### src/sv/ssi_pkg.sv
// Shared types and codes for the sorted set insert unit.
package ssi_pkg;

	localparam int ValW  = 32;
	localparam int StatW = 2;
	localparam int PosW  = 6;

	localparam logic [StatW-1:0] STAT_INSERTED  = 2'd0;
	localparam logic [StatW-1:0] STAT_DUPLICATE = 2'd1;
	localparam logic [StatW-1:0] STAT_FULL      = 2'd2;

	typedef enum logic {
		ST_IDLE,
		ST_RUN
	} ssi_state_t;

	// Token handed from one cell to the next.
	typedef struct packed {
		logic            vld;    // token present
		logic            carry;  // data is a displaced entry moving up
		logic            probe;  // store full: search only, never write
		logic [ValW-1:0] data;
	} ssi_tok_t;

	// Per-cell events reported to the controller.
	typedef struct packed {
		logic dup;   // equal entry found
		logic ins;   // new value written here
		logic fin;   // last value parked in a free cell
		logic full;  // search ended with no match in a full store
	} ssi_evt_t;

endpackage

### src/sv/ssi_ctrl.sv
// Request intake, fill count and result register for the sorted chain.
module ssi_ctrl #(
	parameter int DEPTH = 64,
	parameter int CW    = 7,
	parameter int IW    = 6
) (
	input  logic                         clk,
	input  logic                         arst_n,
	input  logic                         in_valid,
	output logic                         in_ready,
	input  logic [ssi_pkg::ValW-1:0]     value,
	output logic                         out_valid,
	input  logic                         out_ready,
	output logic [ssi_pkg::StatW-1:0]    status,
	output logic [ssi_pkg::PosW-1:0]     position,
	input  ssi_pkg::ssi_evt_t            evt,
	output ssi_pkg::ssi_tok_t            inj,
	output logic [CW-1:0]                fill
);
	import ssi_pkg::*;

	ssi_state_t       state_q, state_nxt;
	ssi_tok_t         inj_q;
	logic [CW-1:0]    count_q;
	logic [IW-1:0]    step_q;
	logic [IW-1:0]    pos_q;
	logic             out_valid_q;
	logic [StatW-1:0] status_q;
	logic [PosW-1:0]  position_q;
	logic             accept;
	logic             done;
	logic [StatW-1:0] res_stat;
	logic [IW-1:0]    res_pos;
	logic [IW+PosW-1:0] res_pos_ext;

	assign accept = in_valid && in_ready;
	assign done   = (state_q == ST_RUN) && (evt.dup || evt.full || evt.fin);
	assign res_pos_ext = {{PosW{1'b0}}, res_pos};

	always_comb begin
		state_nxt = state_q;
		in_ready  = 1'b0;
		res_stat  = STAT_INSERTED;
		res_pos   = '0;
		unique case (state_q)
			ST_IDLE: begin
				in_ready = !out_valid_q || out_ready;
				if (in_valid && in_ready) begin
					state_nxt = ST_RUN;
				end
			end
			ST_RUN: begin
				if (evt.dup) begin
					res_stat = STAT_DUPLICATE;
				end else if (evt.full) begin
					res_stat = STAT_FULL;
				end else begin
					res_pos = evt.ins ? step_q : pos_q;
				end
				if (done) begin
					state_nxt = ST_IDLE;
				end
			end
			default: begin
				state_nxt = ST_IDLE;
			end
		endcase
	end

	always_ff @(posedge clk or negedge arst_n) begin
		if (!arst_n) begin
			state_q     <= ST_IDLE;
			inj_q       <= '0;
			count_q     <= '0;
			out_valid_q <= 1'b0;
		end else begin
			state_q <= state_nxt;
			inj_q   <= '0;
			if (accept) begin
				inj_q <= '{vld: 1'b1, carry: 1'b0,
					probe: (count_q == CW'(DEPTH)), data: value};
			end
			if (done && evt.fin) begin
				count_q <= count_q + CW'(1);
			end
			if (done) begin
				out_valid_q <= 1'b1;
			end else if (out_ready) begin
				out_valid_q <= 1'b0;
			end
		end
	end

	always_ff @(posedge clk) begin
		if (accept) begin
			step_q <= '0;
		end else begin
			step_q <= step_q + IW'(1);
		end
		if (evt.ins) begin
			pos_q <= step_q;
		end
		if (done) begin
			status_q   <= res_stat;
			position_q <= res_pos_ext[PosW-1:0];
		end
	end

	assign inj       = inj_q;
	assign fill      = count_q;
	assign out_valid = out_valid_q;
	assign status    = status_q;
	assign position  = position_q;

endmodule

### config.mk
export PLATFORM = sky130hd
export DESIGN_NAME = ssi_ctrl
export DESIGN_NICKNAME = d
export VERILOG_FILES = /design/src/sv/ssi_pkg.sv /design/src/sv/ssi_ctrl.sv
export SDC_FILE = /design/constraint.sdc
export NUM_CORES = 1
export LEC_CHECK = 0
export BUFFER_PORTS_ARGS = -buffer_cell sky130_fd_sc_hd__clkbuf_2
export CAP_MARGIN = 0
export CORE_AREA = 2 2 77 79
export DETAILED_ROUTE_END_ITERATION = 8
export DIE_AREA = 0 0 79 81
export PLACE_DENSITY = 0.7
export SLEW_MARGIN = 20
export SYNTH_ARGS = -nofsm -noshare
export SYNTH_HDL_FRONTEND = slang
export SYNTH_SLANG_ARGS = --single-unit
### constraint.sdc
create_clock -name clk -period 1.6 [get_ports clk]
set_clock_uncertainty 0.15 [all_clocks]
set_input_delay 0.32 -clock clk [delete_from_list [all_inputs] [get_ports clk]]
set_output_delay 0.32 -clock clk [all_outputs]
set_load 0.02 [all_outputs]
After elaboration in Yosys (flattened, before gate mapping). Cells that the tools add are included.

Add/subtract/negate cells: 2. Equal/unequal tests: 1. Multiplexer cells: 10. Bitwise operators: 1. Reductions and logical operators: 11.

Operators by type and width (count): 2-to-1 mux 35 bit (1); adder 7 x 1 -> 7 bit (second input constant) (1); == test 7 bit (second input constant) (1); adder 6 x 1 -> 6 bit (second input constant) (1); 2-to-1 mux 1 bit (6); 2-to-1 mux 6 bit (1); logical AND 1 bit (4); logical OR 1 bit (3); OR reduction 3 bit (1); 2-to-1 mux 2 bit (1); one-hot mux 1 bit (2 select lines) (1); nonzero test 2 bit (1); OR reduction 2 bit (1); zero test 1 bit (1); NOT 1 bit (1).

Register bits: 64. Bits of input ports: 40. Output and inout port bits: 52. Logic and storage cells: 37.

Logic depth before layout (Yosys ltp). Gate-level depths: netlist of run 1.

Depth in word-level cells: 5. Gate-level depth with buffers: 4. Mapped depth without buffers: 4.

Least setup slack after synthesis of run 1. Ideal clock, no wire load.

Kind: register to register. Start point: register out_valid_q (netlist: out_valid). End point: register state_q. Setup time: 0.127 ns. Arrival time: 1.124 ns. Required time: 1.323 ns. Path slack: 0.199 ns. Stages on the path, launching flop included: 5. Buffers on the path: 1. Period minus slack after synthesis: 1.401 ns. Cells stage by stage: dfrtp_1 nor2b_4 nor3b_4 buf_2 or2_2.

Cells in the longest elaborated chain, start to end: 5.

RTL lines: from (decl) (RTL line ssi_ctrl.sv:27) `logic out_valid_q;`; from (signal assigned) (RTL line ssi_ctrl.sv:75) `out_valid_q <= 1'b0;`; from (signal assigned) (RTL line ssi_ctrl.sv:87) `out_valid_q <= 1'b1;`; from (signal assigned) (RTL line ssi_ctrl.sv:89) `out_valid_q <= 1'b0;`; zero test 1 bit (RTL line ssi_ctrl.sv:47) `in_ready = !out_valid_q || out_ready;`; logical OR 1 bit (RTL line ssi_ctrl.sv:47); logical AND 1 bit (RTL line ssi_ctrl.sv:48) `if (in_valid && in_ready) begin`; 2-to-1 mux 1 bit (RTL line ssi_ctrl.sv:48); one-hot mux 1 bit (2 select lines) (RTL line ssi_ctrl.sv:45) `unique case (state_q)`; via state_nxt (RTL line ssi_ctrl.sv:22) `ssi_state_t state_q, state_nxt;`; to (signal assigned) (RTL line ssi_ctrl.sv:77) `state_q <= state_nxt;`; to (decl) (RTL line ssi_ctrl.sv:22).

The timed path passes the listed nets, and every way through them passes these cells. A chain may end at the register's enable or synchronous reset.

Worst setup path after layout of run 1.
Start point: register out_valid_q (netlist: out_valid). End point: output in_ready.

Cells in the longest elaborated chain, start to end: 3.

RTL lines: zero test 1 bit (RTL line ssi_ctrl.sv:47); logical OR 1 bit (RTL line ssi_ctrl.sv:47); 2-to-1 mux 1 bit (RTL line ssi_ctrl.sv:45); to (decl) (RTL line ssi_ctrl.sv:10) `output logic in_ready,`.

Every way passes these cells.

==> reports/metrics.cfg, run 1 <==
[floorplanning]
die_h_um = 81
core_mm2 = 0.00568
io_pins = 92
die_area_mm2 = 0.00640
die_w_um = 79
start_util_pct = 39.7
rows = 28

[placed_design]
dpl-instance-area_mm2 = 0.00280
dp_hpwl_um = 2960
gp_congestion = 0.701
place_inst = 324
port_buffers = 90

[critical_path]
cp_max_fo = 3
startpoint_type = register
required_ps = 1130
cp_data_arrival_time_ps = 1070
worst_path_largest_cell_delay_ps = 380
critPathCaptureType = primary output
crit_type = reg2out
cp_cell_sequence = nor2b_4 -> nor2_1 -> buf_4
slowest_stage = dfrtp_1

[logic_synthesis]
ys_seq_elements = 63
ys_async_sr_fraction_pct = 68.3
syn_area_mm2 = 0.00225
synth-adder-area-share_pct = 1.67
syn_area_per_cell_um2 = 13.8
synthSimpleGateAreaFrac_pct = 19.0
synth_flop_cell = dfrtp_1
ys_seq_area_share_pct = 69.1
syn-num-nets = 206
muxShareOfSynthArea_pct = 3.50
synth_top_family_by_area = simple AND/OR/NAND/NOR gates
synth_xor_area_share_pct = 3.50
synth_compound_area_share_pct = 0.833
ys_warn_count = 0
synth_edf_count = 8
synth.distinct_cells = 29
syn_inst = 163

[drt]
vias_per_cell = 4.37
dr.first_iter.drc_count = 55
routed_wl_um = 4100
wire_per_inst_um = 12.0
remaining_drc_errors = 0
dr.pass1.iters = 3
final_antenna_net_count = 0
vias = 1500

[final_layout]
drive_gt1_share_pct = 45.9
fin_area_mm2 = 0.00302
fillers = 525
layout.nets = 306
areaGrowthSynthToFinish_pct = 33.9
final_cells = 343
n_antenna_cell = 0

[cts]
cts_max_level = 3
clk_pin_slew_ps = 70
cts-root-buf = clkbuf_8
clk_path_buf_depth = 2
clk_latency_ps = 320
numCtsBuffers = 9
cts_tree = done
clock-sinks = 63

[grt]
grt_pass1_vias = 1400
gr-total-overflow = 0
grt_usage_pct = 13.4
grt_first_pass_wirelength_um = 6400
antenna_found_initial = 0
grt_max_degree = 31

[sta]
final.setup.tns_ps = 0
hold_viol_final = 0
slew_violations = 0
whs_ps = 36.5
clock.fmax_ghz = 0.650
period_minus_slack_ps = 1540
post-route-period-util_pct = 96.1
setup_viol = 0

[job]
maxCapViolCount = 0

[outcome]
status = completed

[pwr]
leakage_nw = 1.53
vdd_drop_max_uv = 607
total_power_mw = 4.13
power_density_mw_per_mm2 = 1370

[worst_hold_path]
hold_path.class = in2reg

## kinds of logic after synthesis
family | count (synthesis)
AO/OA/AOI/OAI | 3
XOR/XNOR | 9
adder cells (fa/ha/maj) | 3
buffers and inverters | 9
flip-flops | 63
multiplexers | 7
other | 1
AND/OR/NAND/NOR | 68
## cell type report
class | count | area [µm²] | share of cell area [%]
flip-flops and latches | 63 | 1560 | 51.6
multi-input cells | 91 | 647 | 21.4
repair buffers | 96 | 526 | 17.4
clock buffers | 12 | 155 | 5.14
well taps | 75 | 93.8 | 3.11
clock inverters | 4 | 30.0 | 0.995
inverters | 2 | 7.51 | 0.249
## state kept, by name, summed over array words and instances (netlist names)
| name | cells |
|---|---|
| status | 2 |
| step_q | 6 |
| inj | 34 |
| out_valid | 1 |
| pos_q | 6 |
| position | 6 |
| fill | 7 |
| state_q | 1 |
## timing repair
action / in CTS / in global routing
endpoints found under the hold margin: 14 / 0
buffers inserted: 0 / 2
cloned: 0 / 0
setup endpoints to repair: 1 / 1
hold buffers: 1 / 0
resized for setup: 1 / 2
## path summary, 6_finish.rpt
| path | cells after the start | slack (ps) | startpoint | to |
|---|---|---|---|---|
| setup / recovery | 3 | 60 | out_valid | in_ready |
| hold / removal | 2 | 40 | value[26] | inj[26] |
| setup reg to reg | 5 | 100 | out_valid | inj[8] |
| hold reg to reg | 1 | 320 | step_q[0] | step_q[0] |
| max in group asynchronous | 3 | 520 | arst_n | inj[22] |
| min in group asynchronous | 2 | 290 | arst_n | inj[13] |
## Yosys cell counts (3+ instances only)
cell type / count / area, µm²
dfrtp_1: 43 / 1080
and2_1: 33 / 206
dfxtp_1: 12 / 240
edfxtp_1: 8 / 240
mux2_2: 7 / 78.8
nand3_1: 7 / 35.0
nor2b_1: 7 / 43.8
xnor2_1: 7 / 61.3
nor2_1: 6 / 22.5
buf_4: 3 / 22.5
ha_1: 3 / 37.5
nand2_1: 3 / 11.3
## per-layer routing
metal / up-vias / wire [µm] / track usage, %
met5: - / 0 / 0
met4: 0 / 102 / 8.28
met3: 10 / 304 / 4.67
met2: 63 / 1900 / 21.3
met1: 704 / 1790 / 15.8
li1: 723 / - / -
## critical path, delay by kind of cell (launching register included)
| kind | cells | cell delay, ps |
|---|---|---|
| buffers and inverters | 1 | 150 |
| AND/OR/NAND/NOR | 2 | 220 |
| flip-flops | 1 | 380 |
## cells in the final DEF (no fill, tap or decap), types with 7 or more instances in the layout
| cell type | n |
|---|---|
| clkbuf_2 | 89 |
| dfrtp_1 | 42 |
| and2_1 | 33 |
| dfxtp_1 | 12 |
| clkbuf_8 | 11 |
| edfxtp_1 | 8 |
| nand3_1 | 7 |
| mux2_2 | 7 |
| xnor2_1 | 7 |
| nor2b_1 | 7 |
## power by group
group,leakage [nW],total [mW],switching (mW),internal (mW)
Combinational,0.693,0.838,0.458,0.380
Sequential,0.745,2.05,0.187,1.86
Clock,0.0926,1.24,0.595,0.649
Total,1.53,4.13,1.24,2.89
## metrics by stage
stage	worst slack [ps]	utilization, %
after floorplan	199	-
after global placement	126	49.4
after detailed placement	125	49.4
after CTS	17.4	52.8
after global routing	-15.3	53.2
final	62.7	53.2
Power figures use the tool's default switching activity.
==> inputs of run 2 (changes only) <==
- CORE_AREA: 2 2 77 79 -> 2 2 73 75
- DIE_AREA: 0 0 79 81 -> 0 0 75 77
- PLACE_DENSITY: 0.7 -> 0.77
==> run 2 against run 1 <==
  * Fmax down 0.63%
  * Die area down 9.8%
  * Routed wire length down 3.5%
  * Cell area up 1.5%
  * Critical path type unchanged
==> reports/metrics.cfg, run 2 (synthesis gave the netlist of run 1 again) <==
[critical_path]
critPathCaptureType = primary output
timing.rr.end = inj[32]
slowest_stage = dfrtp_1
cp_max_fo = 2  ; -1
cp_cell_sequence = nor2b_4 -> nor2_2 -> buf_4
required_ps = 1130  ; about the same
reg2reg_from = out_valid
crit_type = reg2out
startpoint_type = register
reg2reg_depth = 4  ; -1
worst_path_largest_cell_delay_ps = 390  ; about the same
cp_data_arrival_time_ps = 1080  ; about the same
reg2reg_setup_slack_ps = 100  ; about the same

[grt]
antenna_found_initial = 0  ; unchanged
grt_max_degree = 44  ; +42%
grt_first_pass_wirelength_um = 6670  ; +4.1%
gr-total-overflow = 0  ; unchanged
grt_usage_pct = 15.6  ; +2.2 points
grt_pass1_vias = 1446  ; +3.3%

[placed_design]
gp_congestion = 0.706  ; +0.67%
port_buffers = 90  ; unchanged
place_ws_ps = 117  ; -8.28 ps
dp_hpwl_um = 2840  ; -4.1%
dpl-instance-area_mm2 = 0.00280  ; -0.22%

[drt]
dr.first_iter.drc_count = 102  ; +85%
final_antenna_net_count = 0  ; unchanged
wire_per_inst_um = 11.7  ; -2.4%
dr.pass1.iters = 4  ; +1
vias = 1482  ; -1.2%
vias_per_cell = 4.37  ; about the same
remaining_drc_errors = 0  ; unchanged
routed_wl_um = 3960  ; -3.5%

[sta]
setup_viol = 0  ; unchanged
hold_viol_final = 0  ; unchanged
period_minus_slack_ps = 1550  ; +9.71 ps
final.setup.tns_ps = 0  ; unchanged
slew_violations = 0  ; unchanged
layout_setup_ws_ps = 53.0  ; -9.71 ps
post-route-period-util_pct = 96.7  ; +0.61 points
clock.fmax_ghz = 0.646  ; -0.63%

[worst_hold_path]
min_from = value[9]
hold_path.class = in2reg
hold_depth = 2  ; unchanged
holdPathEnd = inj[9]

[final_layout]
fin_area_mm2 = 0.00306  ; +1.5%
layout.nets = 307  ; +0.33%
n_antenna_cell = 0  ; unchanged
fillers = 426  ; -19%
final_cell_mix = clkbuf_2 (89), dfrtp_1 (42), and2_1 (33), dfxtp_1 (12), clkbuf_8 (9)
largest_reg_flops = 34  ; unchanged
areaGrowthSynthToFinish_pct = 35.8
final_common_cell = clkbuf_2
drive_gt1_share_pct = 46.8  ; +0.94 points

[cts]
cts_tree = done
numCtsBuffers = 9  ; unchanged
cts_max_level = 3  ; unchanged
cts-root-buf = clkbuf_8
clk_latency_ps = 330  ; about the same
clk_path_buf_depth = 2  ; unchanged
clock-sinks = 63  ; unchanged
clk_pin_slew_ps = 70  ; about the same

[outcome]
status = completed

[pwr]
leakage_nw = 1.56  ; +1.9%
power_density_mw_per_mm2 = 1390  ; +1.1%
vdd_drop_max_uv = 709  ; +17%
total_power_mw = 4.24  ; +2.6%

[floorplanning]
core_mm2 = 0.00498  ; -12%
die_w_um = 75  ; -5.1%
rows = 26  ; -7.1%
die_h_um = 77  ; -4.9%
start_util_pct = 45.3  ; +5.6 points
die_area_mm2 = 0.00578  ; -9.8%
io_pins = 92  ; unchanged

[job]
maxCapViolCount = 0  ; unchanged

run 2: area by class of cell:
| class | instances | area [µm²] | share of cell area, % |
|---|---|---|---|
| multi-input cells | 91 | 649 | 21.2 |
| flip-flops and latches | 63 | 1560 | 50.9 |
| clock buffers | 11 | 174 | 5.68 |
| inverters | 2 | 7.51 | 0.245 |
| repair buffers | 97 | 558 | 18.2 |
| clock inverters | 5 | 26.3 | 0.859 |
| well taps | 70 | 87.6 | 2.86 |
run 2: worst max-delay path by stage:
stage	from	cells after the start	slack, ps	endpoint
2_1_floorplan	out_valid	4	200	state_q
3_3_place_gp	evt[1]	3	140	out_valid
3_5_place_dp	evt[1]	3	120	out_valid
4_1_cts	out_valid	3	0.9	in_ready
5_1_grt	out_valid	3	-7	in_ready
6_report	out_valid	3	50	in_ready
run 2: timing repair:
item                                    4_1_cts  5_1_grt
hold buffers                                  1        0
hold endpoints to repair                     43        0
endpoints found under the setup margin        1        1
buffers inserted                              0        3
gates resized for setup                       1        3
pin swaps                                     0        0
gates cloned                                  0        0
run 2: report_power, final:
part / total, mW / internal [mW] / switching [mW]
clock: 1.33 / 0.740 / 0.591
combinational: 0.865 / 0.400 / 0.465
sequential: 2.04 / 1.86 / 0.180
run 2: per-layer routing:
metal	GRT usage [%]	vias up	wire, µm
li1	-	727	-
met1	18.6	688	1630
met2	23.2	62	1890
met3	8.15	5	399
met4	6.96	0	39
met5	0	-	0
run 2: metrics by stage:
stage | hold WS [ps] | std cells | util [%]
global placement | 161 | 319 | 56.2
floorplan | -126 | 163 | -
finish | 45.9 | 339 | 61.5
CTS | 26.3 | 336 | 60.4
detailed placement | 171 | 319 | 56.2
global route | 30.0 | 339 | 61.5
run 2: critical path: cells and delay by family (launching register included):
| family | cells | cell delay, ps |
|---|---|---|
| AND/OR/NAND/NOR | 2 | 220 |
| buffers and inverters | 1 | 140 |
| flip-flops | 1 | 390 |
