--- src/sv/ssi_pkg.sv ---
// Shared types and codes for the sorted set insert unit.
package ssi_pkg;

	localparam int ValW  = 32;
	localparam int StatW = 2;
	localparam int PosW  = 6;

	localparam logic [StatW-1:0] STAT_INSERTED  = 2'd0;
	localparam logic [StatW-1:0] STAT_DUPLICATE = 2'd1;
	localparam logic [StatW-1:0] STAT_FULL      = 2'd2;

	typedef enum logic {
		ST_IDLE,
		ST_RUN
	} ssi_state_t;

	// Token handed from one cell to the next.
	typedef struct packed {
		logic            vld;    // token present
		logic            carry;  // data is a displaced entry moving up
		logic            probe;  // store full: search only, never write
		logic [ValW-1:0] data;
	} ssi_tok_t;

	// Per-cell events reported to the controller.
	typedef struct packed {
		logic dup;   // equal entry found
		logic ins;   // new value written here
		logic fin;   // last value parked in a free cell
		logic full;  // search ended with no match in a full store
	} ssi_evt_t;

endpackage

--- src/sv/ssi_cell.sv ---
// One storage cell of the sorted chain: compare, keep or swap, hand on.
module ssi_cell #(
	parameter int IDX = 0,
	parameter int CW  = 7
) (
	input  logic             clk,
	input  logic             arst_n,
	input  logic [CW-1:0]    fill,
	input  ssi_pkg::ssi_tok_t tok_in,
	output ssi_pkg::ssi_tok_t tok_out,
	output ssi_pkg::ssi_evt_t evt
);
	import ssi_pkg::*;

	logic [ValW-1:0] held_q;
	ssi_tok_t        tok_q;
	ssi_tok_t        tok_nxt;
	logic            wr;
	logic            occupied;

	assign occupied = (CW'(IDX) < fill);

	always_comb begin
		tok_nxt = '0;
		evt     = '0;
		wr      = 1'b0;
		if (tok_in.vld) begin
			if (tok_in.carry) begin
				// displaced entry: take it, pass ours on
				wr = 1'b1;
				if (occupied) begin
					tok_nxt = '{vld: 1'b1, carry: 1'b1, probe: 1'b0, data: held_q};
				end else begin
					evt.fin = 1'b1;
				end
			end else if (occupied && held_q == tok_in.data) begin
				evt.dup = 1'b1;
			end else if (occupied && $signed(held_q) < $signed(tok_in.data)) begin
				tok_nxt = tok_in;
			end else if (tok_in.probe) begin
				evt.full = 1'b1;
			end else begin
				evt.ins = 1'b1;
				wr      = 1'b1;
				if (occupied) begin
					tok_nxt = '{vld: 1'b1, carry: 1'b1, probe: 1'b0, data: held_q};
				end else begin
					evt.fin = 1'b1;
				end
			end
		end
	end

	always_ff @(posedge clk) begin
		if (wr) begin
			held_q <= tok_in.data;
		end
	end

	always_ff @(posedge clk or negedge arst_n) begin
		if (!arst_n) begin
			tok_q <= '0;
		end else begin
			tok_q <= tok_nxt;
		end
	end

	assign tok_out = tok_q;

endmodule

--- config.mk ---
export PLATFORM = sky130hd
export DESIGN_NAME = ssi_cell
export DESIGN_NICKNAME = d
export VERILOG_FILES = /design/src/sv/ssi_pkg.sv /design/src/sv/ssi_cell.sv
export SDC_FILE = /design/constraint.sdc
export NUM_CORES = 1
export LEC_CHECK = 0
export ABC_CLOCK_PERIOD_IN_PS = 7500
export BUFFER_PORTS_ARGS = -buffer_cell sky130_fd_sc_hd__buf_2
export CELL_PAD_IN_SITES_DETAIL_PLACEMENT = 1
export CELL_PAD_IN_SITES_GLOBAL_PLACEMENT = 1
export CORE_MARGIN = 3
export CORE_UTILIZATION = 40
export CTS_CLUSTER_DIAMETER = 80
export CTS_CLUSTER_SIZE = 24
export DETAILED_ROUTE_END_ITERATION = 12
export PLACE_DENSITY = 0.79
export SETUP_SLACK_MARGIN = 0.02
export SLEW_MARGIN = 30
export SYNTH_ARGS = -nofsm -noshare
export SYNTH_HDL_FRONTEND = slang
export SYNTH_SLANG_ARGS = --single-unit
--- constraint.sdc ---
create_clock -name clk -period 7.5 [get_ports clk]
set_clock_uncertainty 0.2 [all_clocks]
set_input_delay 1.5 -clock clk [delete_from_list [all_inputs] [get_ports clk]]
set_output_delay 1.5 -clock clk [all_outputs]
set_load 0.01 [all_outputs]
## Yosys cells after proc, flatten, opt, wreduce, memory -nomap -nowiden

Cells that the tools add are included.
Widths: inputs -> output; s select.

| cells by class | value |
|---|---|
| mux-type cells | 21 |
| reduce and logical (&&, ||, !) cells | 2 |
| magnitude comparators | 2 |
| equality and inequality tests | 1 |

Operators with widths:

| operator | count |
|---|---|
| $mux 35 | 6 |
| $eq 32x32->1 | 1 |
| $lt 32x32->1 | 1 |
| $mux 1 | 10 |
| $lt 1x7->1 const A | 1 |
| $mux 3 | 2 |
| $mux 2 | 2 |
| $mux 4 | 1 |
| $logic_and 1x1->1 | 2 |

| word-level totals | value |
|---|---|
| bits in registers | 67 |
| input port bits | 44 |
| logic and storage cells | 31 |
| output and inout port bits | 39 |

## Logic depth before layout (Yosys ltp)

Gate-level depths: netlist (run 1).

| depth | value |
|---|---|
| depth in word-level cells | 7 |
| gate-level depth with buffers | 11 |
| depth with buffers taken out | 9 |

## Least setup slack after synthesis (run 1)

OpenSTA, ideal clock, no wires.

| timing path | value |
|---|---|
| kind | input to output |
| start point | input port tok_in[17] in the netlist's numbering |
| end point | output port evt[2] in the netlist's numbering |
| required time | 5.800 ns |
| stages | 9 |
| arrival time | 3.202 ns |
| path slack | 2.598 ns |
| buffers on the path | 0 |
| cells stage by stage | inv_1 ha_1 a21o_1 nand3_1 a2111oi_0 or4_4 o31ai_4 a211oi_1 nor2b_1 |

RTL lines:

| element | line | source |
|---|---|---|
| start: declaration | ssi_cell.sv:9 | `input ssi_pkg::ssi_tok_t tok_in,` |
| end: declaration | ssi_cell.sv:11 | `output ssi_pkg::ssi_evt_t evt` |

==> results of run 1 <==
worst max path at each step:
stage	startpoint	endpoint	slack, ns	cells after the start
3_5_place_dp	tok_in[15]	evt[2]	1.99	11
5_1_grt	tok_in[15]	evt[2]	1.71	11
3_3_place_gp	tok_in[15]	evt[2]	2.11	11
4_1_cts	tok_in[15]	evt[2]	1.95	11
2_1_floorplan	tok_in[17]	evt[2]	2.60	9
6_report	tok_in[15]	evt[2]	2.00	11
per-layer routing:
layer / wire [um] / global-route usage / vias up
li1: - / - / 1064
met1: 3240 / 0.221 / 1109
met2: 3650 / 0.289 / 59
met3: 338 / 0.0390 / 12
met4: 119 / 0.0686 / 0
met5: 0 / 0 / -
area by class of cell:
type | instances | share of cell area
Clock inverter | 7 | 0.0317
Timing Repair Buffer | 85 | 0.112
Clock buffer | 9 | 0.0320
Sequential cell | 67 | 0.475
Inverter | 34 | 0.0330
Multi-Input combinational cell | 132 | 0.285
Tap cell | 99 | 0.0320
registers in the layout, summed over array words and instances, names as in the netlist:
signal   cells
tok_out     35
held_q      32
cells in the final DEF, fill, tap and decap left out, types with 2 or more instances in the layout:
master	n
edfxtp_1	32
a211oi_1	3
nor2b_1	3
a21o_1	3
dfrtp_1	35
a21oi_1	12
nand4_1	7
and3_1	2
o21ai_0	3
a22o_1	32
bufinv_16	3
nand3_1	2
buf_2	82
nand2b_1	2
ha_1	32
nor2_1	3
inv_1	34
nand2_1	9
buf_4	3
o21a_1	2
clkinvlp_4	2
nor4_1	3
clkbuf_8	9
inv_6	2
power groups by stage:
stage | Combinational [mW] | Sequential, mW | Clock (mW)
2_1_floorplan | 0.0642 | 0.441 | 0
3_3_place_gp | 0.125 | 0.432 | 0
3_5_place_dp | 0.129 | 0.433 | 0
4_1_cts | 0.132 | 0.426 | 0.378
5_1_grt | 0.144 | 0.429 | 0.398
6_report | 0.129 | 0.426 | 0.371
through the flow:
stage          utilization  total power [mW]  instances  setup slack [ns]  instance area [sq um]
6_report             0.522             0.925        433              2.00                   3870
5_1_grt              0.522             0.971        433              1.71                   3870
4_1_cts              0.522             0.936        433              1.95                   3870
3_5_place_dp         0.489             0.563        417              1.99                   3620
3_3_place_gp         0.489             0.557        417              2.11                   3620
2_1_floorplan            -             0.506        240              2.60                   3120
cells by family after synthesis:
kind of cell / synth area share
AO/OA/AOI/OAI: 0.164
buffers and inverters: 0.0589
adder cells (fa/ha/maj): 0.128
flip-flops: 0.588
AND/OR/NAND/NOR: 0.0609
==> run metrics, run 1 <==
WP buf/inv 3; hold_ws 0.313 ns; gr ovfl total 0; Lkg Pwr 1.92 nW; synth warn 0; post-DR vias/cell 5.18; critical path data arrival time 3.80 ns; effective utilization at floorplan 0.422; vias 2244; layout cells sized above 1 0.311; Tot GR Track Use 0.174; CTS tree built; ranking of synthesized cells by area edfxtp_1 31%, dfrtp_1 28%, ha_1 13%; VDD IR max 0.000101 V; vias in the first global route 2409; final hold violation count 0; drt pass-1 iters 4; Logic pwr share 0.140; most frequent cell after synthesis dfrtp_1; Routability Congestion 0.790; I/O Pins 83; largest net degree at the start of global routing 36; Clock Tree Root clkbuf_8; Die Area 0.00890 sq mm; mean post-synth cell area 13.0 sq um; Buffers on Ports 82; CTS Buffer Depth 2; Horiz. Die Dim 94.4 um; total negative slack 0 ns; post-route antenna net violation count 0; CTS Buf Count 9; Seq/Total Area, Yosys 0.588; WS Path Type input port to primary output; status finished, final reports clean; Reg area 0.00184 sq mm; worst hold path type flop to flop; Mapped Cells 240; first-pass GRT wire length 11.7 mm; Max Clock Freq 182 MHz; Nets 405; r2r startpoint held_q[13]; multi-input logic area 0.00110 sq mm; Worst Reg-to-Reg Cells 9; Yosys top cell area share 0.308; asr flop ratio synth 0.522; Post-CTS Hold Buffers 0; H-Tree Depth 3; Min-Delay Endpoint tok_out[0]; CP peak stage delay 0.46 ns; Post-route DRC 0; number of synthesized flops with an enable pin 32; NetSw 0.232 mW; drt wl/cell 17.0 um; unrepaired setup endpoints after global routing no; Main synth FF type dfrtp_1; critical path's top delay family compound AO/OA/AOI/OAI gates; switching share of power 0.250; Pint 0.694 mW; Worst-Margin Slew 0.791 ns; Slowest cell on crit path nor4_1; CTS clk-pin slew, worst paths 0.07 ns; Setup crit start kind input port; CTS resizes 0; setup violators final 0; flops & latches, synth 67; Reg power frac 0.460; CP endpoint kind primary output; Distinct cells, synth 35; clock latency on the worst-skew pair 0.35 ns; critical path peak fanout 5; Max-cap violations 0; Final Max Tran Viols 0; Reg2Reg Setup Slack 4.11 ns; critical-path cell list buf_2 > inv_1 > ha_1 > nand4_1 > nor4_1 > a21boi_1 > o41a_1 > o31ai_4 > a211oi_1 > nor2b_1 > buf_2; Yosys top cell by area edfxtp_1; synth cell count leaders 35 x dfrtp_1, 34 x inv_1, 32 x a22o_1, 32 x edfxtp_1, 32 x ha_1; chip height 94.4 um; 1st-iter DRT viols 65; final worst-path cycle share 0.734; Core ar. 0.00741 sq mm; most used cell, CP buf_2; antenna violations before repair 0; Layout area overhead 23.9%; Syn Nets 316; Post-DP HPWL 5.18 mm; Slew headroom 0.473; hold depth 1; synthesized area 0.00312 sq mm; clk sinks 67; Post-Route WL 7.35 mm; min cycle time layout 5.50 ns; fillers 818; worst hold start held_q[0]; required time of the critical path 5.80 ns; Power Density 239 mW/mm^2; setup bufs post-CTS 0; n_diodes 0; RR Endpoint held_q[3]; Row Count 31; clock network fraction of total power 0.400
Power figures use the tool's default switching activity.
==> inputs of run 2 (changes only) <==
- ABC_CLOCK_PERIOD_IN_PS: 7500 -> 5300
- clock period: 7.5 -> 5.3 ns (I/O delays scaled with it)
==> run 2 against run 1 <==
Sequential power increased by 41%. Critical endpoint unchanged. Sequential cell count unchanged. Core utilization about the same. Clock power increased by 42%. Combinational power increased by 42%. Final area about the same. Non-clock buffer count unchanged. First-iteration DRC count increased by 23%. Wire length increased by 0.48%. Sequential share of layout area about the same. Critical path depth unchanged. Die area unchanged.
==> run metrics, run 2 (synthesized netlist as in run 1, its figures left out) <==
antenna violations before repair 0; CP endpoint kind primary output; WS Path Type input port to primary output; clk sinks 67; n_diodes 0; Post-CTS Hold Buffers 0; post-place instance area 0.00362 sq mm; Nets 405; unrepaired setup endpoints after global routing no; Buffers on Ports 82; CTS resizes 0; Worst Reg-to-Reg Cells 8; first-pass GRT wire length 11.8 mm; Die Area 0.00890 sq mm; Layout area overhead 24.0%; Final Max Tran Viols 0; VDD IR max 0.000148 V; status finished, final reports clean; drt wl/cell 17.1 um; vias in the first global route 2406; post-route antenna net violation count 0; final non-filler cell total 433; Power Density 339 mW/mm^2; Tot GR Track Use 0.176; Setup crit start kind input port; clock latency on the worst-skew pair 0.35 ns; Row Count 31; layout cells sized above 1 0.311; most frequent cells in the layout 82 x buf_2, 35 x dfrtp_1, 34 x inv_1; post-DR vias/cell 5.19; Max Clock Freq 217 MHz; drt pass-1 iters 4; final worst-path cycle share 0.871; total negative slack 0 ns; fillers 816; gr ovfl total 0; post-route cell area 0.00387 sq mm; Core ar. 0.00741 sq mm; setup bufs post-CTS 0; Routability Congestion 0.791; vias 2248; Post-route DRC 0; largest net degree at the start of global routing 36; Lkg Pwr 1.93 nW; CTS Buf Count 9; critical path data arrival time 3.36 ns; commonest non-fill, non-tap cell in the layout buf_2; CTS tree built; Post-DP HPWL 5.24 mm; effective utilization at floorplan 0.422; Horiz. Die Dim 94.4 um; setup violators final 0; H-Tree Depth 3; placed insts 417; CTS clk-pin slew, worst paths 0.07 ns; Slew headroom 0.475; Max-cap violations 0; Reg2Reg Setup Slack 1.90 ns; min cycle time layout 4.62 ns; critical path peak fanout 5; max FFs per register 35; required time of the critical path 4.04 ns; hold depth 1; 1st-iter DRT viols 80; final hold violation count 0; CTS Buffer Depth 2; Post-Route WL 7.38 mm; worst hold path type flop to flop; chip height 94.4 um; Clock Tree Root clkbuf_8; Worst-Margin Slew 0.787 ns; I/O Pins 83
run 2: final timing paths:
path | from | end
worst max-delay path | tok_in[15] | evt[2]
worst min-delay path | held_q[0] | tok_out[0]
worst max register to register | held_q[28] | held_q[28]
worst min register to register | held_q[0] | tok_out[0]
max in group asynchronous | arst_n | tok_out[3]
min in group asynchronous | arst_n | tok_out[27]
run 2: area by class of cell:
class | count | area (sq um) | area share
Sequential cell | 67 | 1840 | 0.474
Timing Repair Buffer | 85 | 433 | 0.112
Tap cell | 99 | 124 | 0.0320
Inverter | 34 | 128 | 0.0330
Multi-Input combinational cell | 132 | 1100 | 0.285
Clock buffer | 9 | 124 | 0.0320
Clock inverter | 7 | 124 | 0.0320
run 2: metal layers:
layer	wire length, um	track usage
met2	3820	0.305
met1	3180	0.210
met5	0	0
met3	323	0.0414
met4	63	0.0722
run 2: worst max-delay path, stage by stage:
cell,delay (ns)
buf_2,0.12
inv_1,0.05
ha_1,0.31
nand4_1,0.13
nor4_1,0.46
a21boi_1,0.24
o41a_1,0.20
o31ai_4,0.12
a211oi_1,0.35
nor2b_1,0.17
buf_2,0.13
run 2: per-stage QoR:
step	power [mW]	utilization	hold slack, ns	setup WS, ns
5_1_grt	1.38	0.523	0.328	0.440
3_5_place_dp	0.797	0.489	0.297	0.662
3_3_place_gp	0.788	0.489	0.296	0.788
4_1_cts	1.33	0.523	0.310	0.623
6_report	1.31	0.523	0.308	0.681
2_1_floorplan	0.715	-	0.275	1.28
run 2: where the power goes:
part / leakage, nW / internal (mW) / switching (mW)
clock: 0.120 / 0.316 / 0.211
combinational: 1.05 / 0.0780 / 0.105
sequential: 0.760 / 0.588 / 0.0143
==> inputs of run 3 (changes only) <==
- ABC_AREA: unset -> 1
- PLACE_DENSITY: 0.79 -> unset
- PLACE_DENSITY_LB_ADDON: unset -> 0.12
==> run 3 against run 2 <==
Critical path depth grew 3. Power shrank 3.5%. Sequential power is essentially flat. Highest routed layer unchanged. Setup slack gained 0.50 ns. Count of clock-buffer cells in the layout grew 4. Largest power group unchanged.
==> run metrics, run 3 <==
most frequent cell after synthesis nand2_1; Final Max Tran Viols 0; Yosys top cell by area edfxtp_1; synthesized area 0.00393 sq mm; Syn Nets 543; critical path peak fanout 4; n_diodes 0; Routability Congestion 0.805; Seq/Total Area, Yosys 0.467; vias in the first global route 3777; Layout area overhead 16.7%; first-pass GRT wire length 18.4 mm; Horiz. Die Dim 105 um; min cycle time layout 4.12 ns; setup violators final 0; Lkg Pwr 2.38 nW; drt wl/cell 16.6 um; chip height 105 um; I/O Pins 83; post-route antenna net violation count 0; total negative slack 0 ns; mean post-synth cell area 8.42 sq um; most frequent cells in the layout 108 x nand2_1, 82 x buf_2, 47 x a21oi_1; clk sinks 67; CTS Buf Count 9; vias 3584; VDD IR max 0.000149 V; synth warn 0; Setup crit start kind input port; Tot GR Track Use 0.207; Slew headroom 0.351; Buffers on Ports 82; Post-route DRC 0; ranking of synthesized cells by area edfxtp_1 24%, dfrtp_1 22%, nand2_1 10%; flops & latches, synth 67; critical path data arrival time 2.86 ns; H-Tree Depth 3; drt pass-1 iters 4; synth cell count leaders 108 x nand2_1, 48 x inv_1, 47 x a21oi_1; 1st-iter DRT viols 121; Row Count 35; post-DR vias/cell 5.33; Distinct cells, synth 25; Main synth FF type dfrtp_1; Post-Route WL 11.2 mm; worst hold path type flop to flop; Max-cap violations 0; Power Density 276 mW/mm^2; CTS clk-pin slew, worst paths 0.07 ns; asr flop ratio synth 0.522; clock latency on the worst-skew pair 0.34 ns; Yosys top cell area share 0.244; layout cells sized above 1 0.201; Worst-Margin Slew 0.968 ns; Post-CTS Hold Buffers 0; status finished, final reports clean; CTS resizes 0; effective utilization at floorplan 0.418; post-route cell area 0.00459 sq mm; gr ovfl total 0; antenna violations before repair 0; fillers 1179; commonest non-fill, non-tap cell in the layout nand2_1; Mapped Cells 467; Post-DP HPWL 7.31 mm; Nets 614; CTS Buffer Depth 2; setup bufs post-CTS 0; post-place instance area 0.00443 sq mm; Max Clock Freq 243 MHz; final hold violation count 0; required time of the critical path 4.04 ns; CP endpoint kind primary output; number of synthesized flops with an enable pin 32; max FFs per register 35; final worst-path cycle share 0.777; WS Path Type input port to primary output; Clock Tree Root clkbuf_8; Core ar. 0.00942 sq mm; unrepaired setup endpoints after global routing no; CTS tree built; largest net degree at the start of global routing 41; Die Area 0.0111 sq mm
[run 3: layout make-up]
cell class,count,area (sq um),area share
flip-flops and latches,67,1840,0.400
multi-input cells,323,1780,0.387
repair buffers,88,468,0.102
inverters,49,184,0.0401
well taps,129,161,0.0352
clock buffers,13,149,0.0324
clock inverters,3,15.0,0.00327
[run 3: cell families after synthesis]
kind of cell / after synthesis / synth area share
buffers and inverters: 77 / 0.0821
AO/OA/AOI/OAI: 87 / 0.113
AND/OR/NAND/NOR: 204 / 0.236
adder cells (fa/ha/maj): 32 / 0.102
flip-flops: 67 / 0.467
[run 3: layer usage]
metal | vias to the layer above | global-route usage | routed length (um)
met2 | 95 | 0.354 | 5490
met1 | 1742 | 0.273 | 5140
li1 | 1737 | - | -
met3 | 10 | 0.0259 | 410
met5 | - | 0 | 0
met4 | 0 | 0.0656 | 106
[run 3: where the power goes]
group	internal, mW	leakage (nW)	total [mW]	switching, mW
clock network	0.181	0.0872	0.374	0.192
logic	0.102	1.54	0.289	0.187
registers	0.587	0.753	0.604	0.0167
[run 3: worst max-delay path: stages]
cell and delay [ns]:
buf_2 0.10, inv_1 0.04, ha_1 0.34, nand2_1 0.12
nor2_2 0.14, nand2_1 0.09, nor2_2 0.19, nand2_1 0.11
nand2_1 0.10, nand2_2 0.05, nand3_1 0.14, nand3_1 0.13
nor2_1 0.10, buf_2 0.14
[run 3: path summary, 6_finish.rpt]
path	startpoint	depth (start not counted)	slack [ns]	to
worst max-delay path	tok_in[31]	14	1.18	evt[2]
worst min-delay path	held_q[0]	2	0.40	tok_out[0]
worst max register to register	held_q[31]	14	1.94	held_q[8]
worst min register to register	held_q[0]	2	0.40	tok_out[0]
max in group asynchronous	arst_n	1	3.77	tok_out[12]
min in group asynchronous	arst_n	1	0.61	tok_out[7]
[run 3: per-stage QoR]
step | utilization | hold WS [ns] | power [mW] | worst slack (ns) | instances
finish | 0.488 | 0.405 | 1.27 | 1.18 | 672
detailed placement | 0.470 | 0.388 | 0.905 | 1.17 | 656
global placement | 0.470 | 0.383 | 0.891 | 1.24 | 656
CTS | 0.488 | 0.408 | 1.29 | 1.16 | 672
floorplan | - | 0.343 | 0.801 | 1.56 | 467
global route | 0.488 | 0.448 | 1.35 | 1.00 | 672
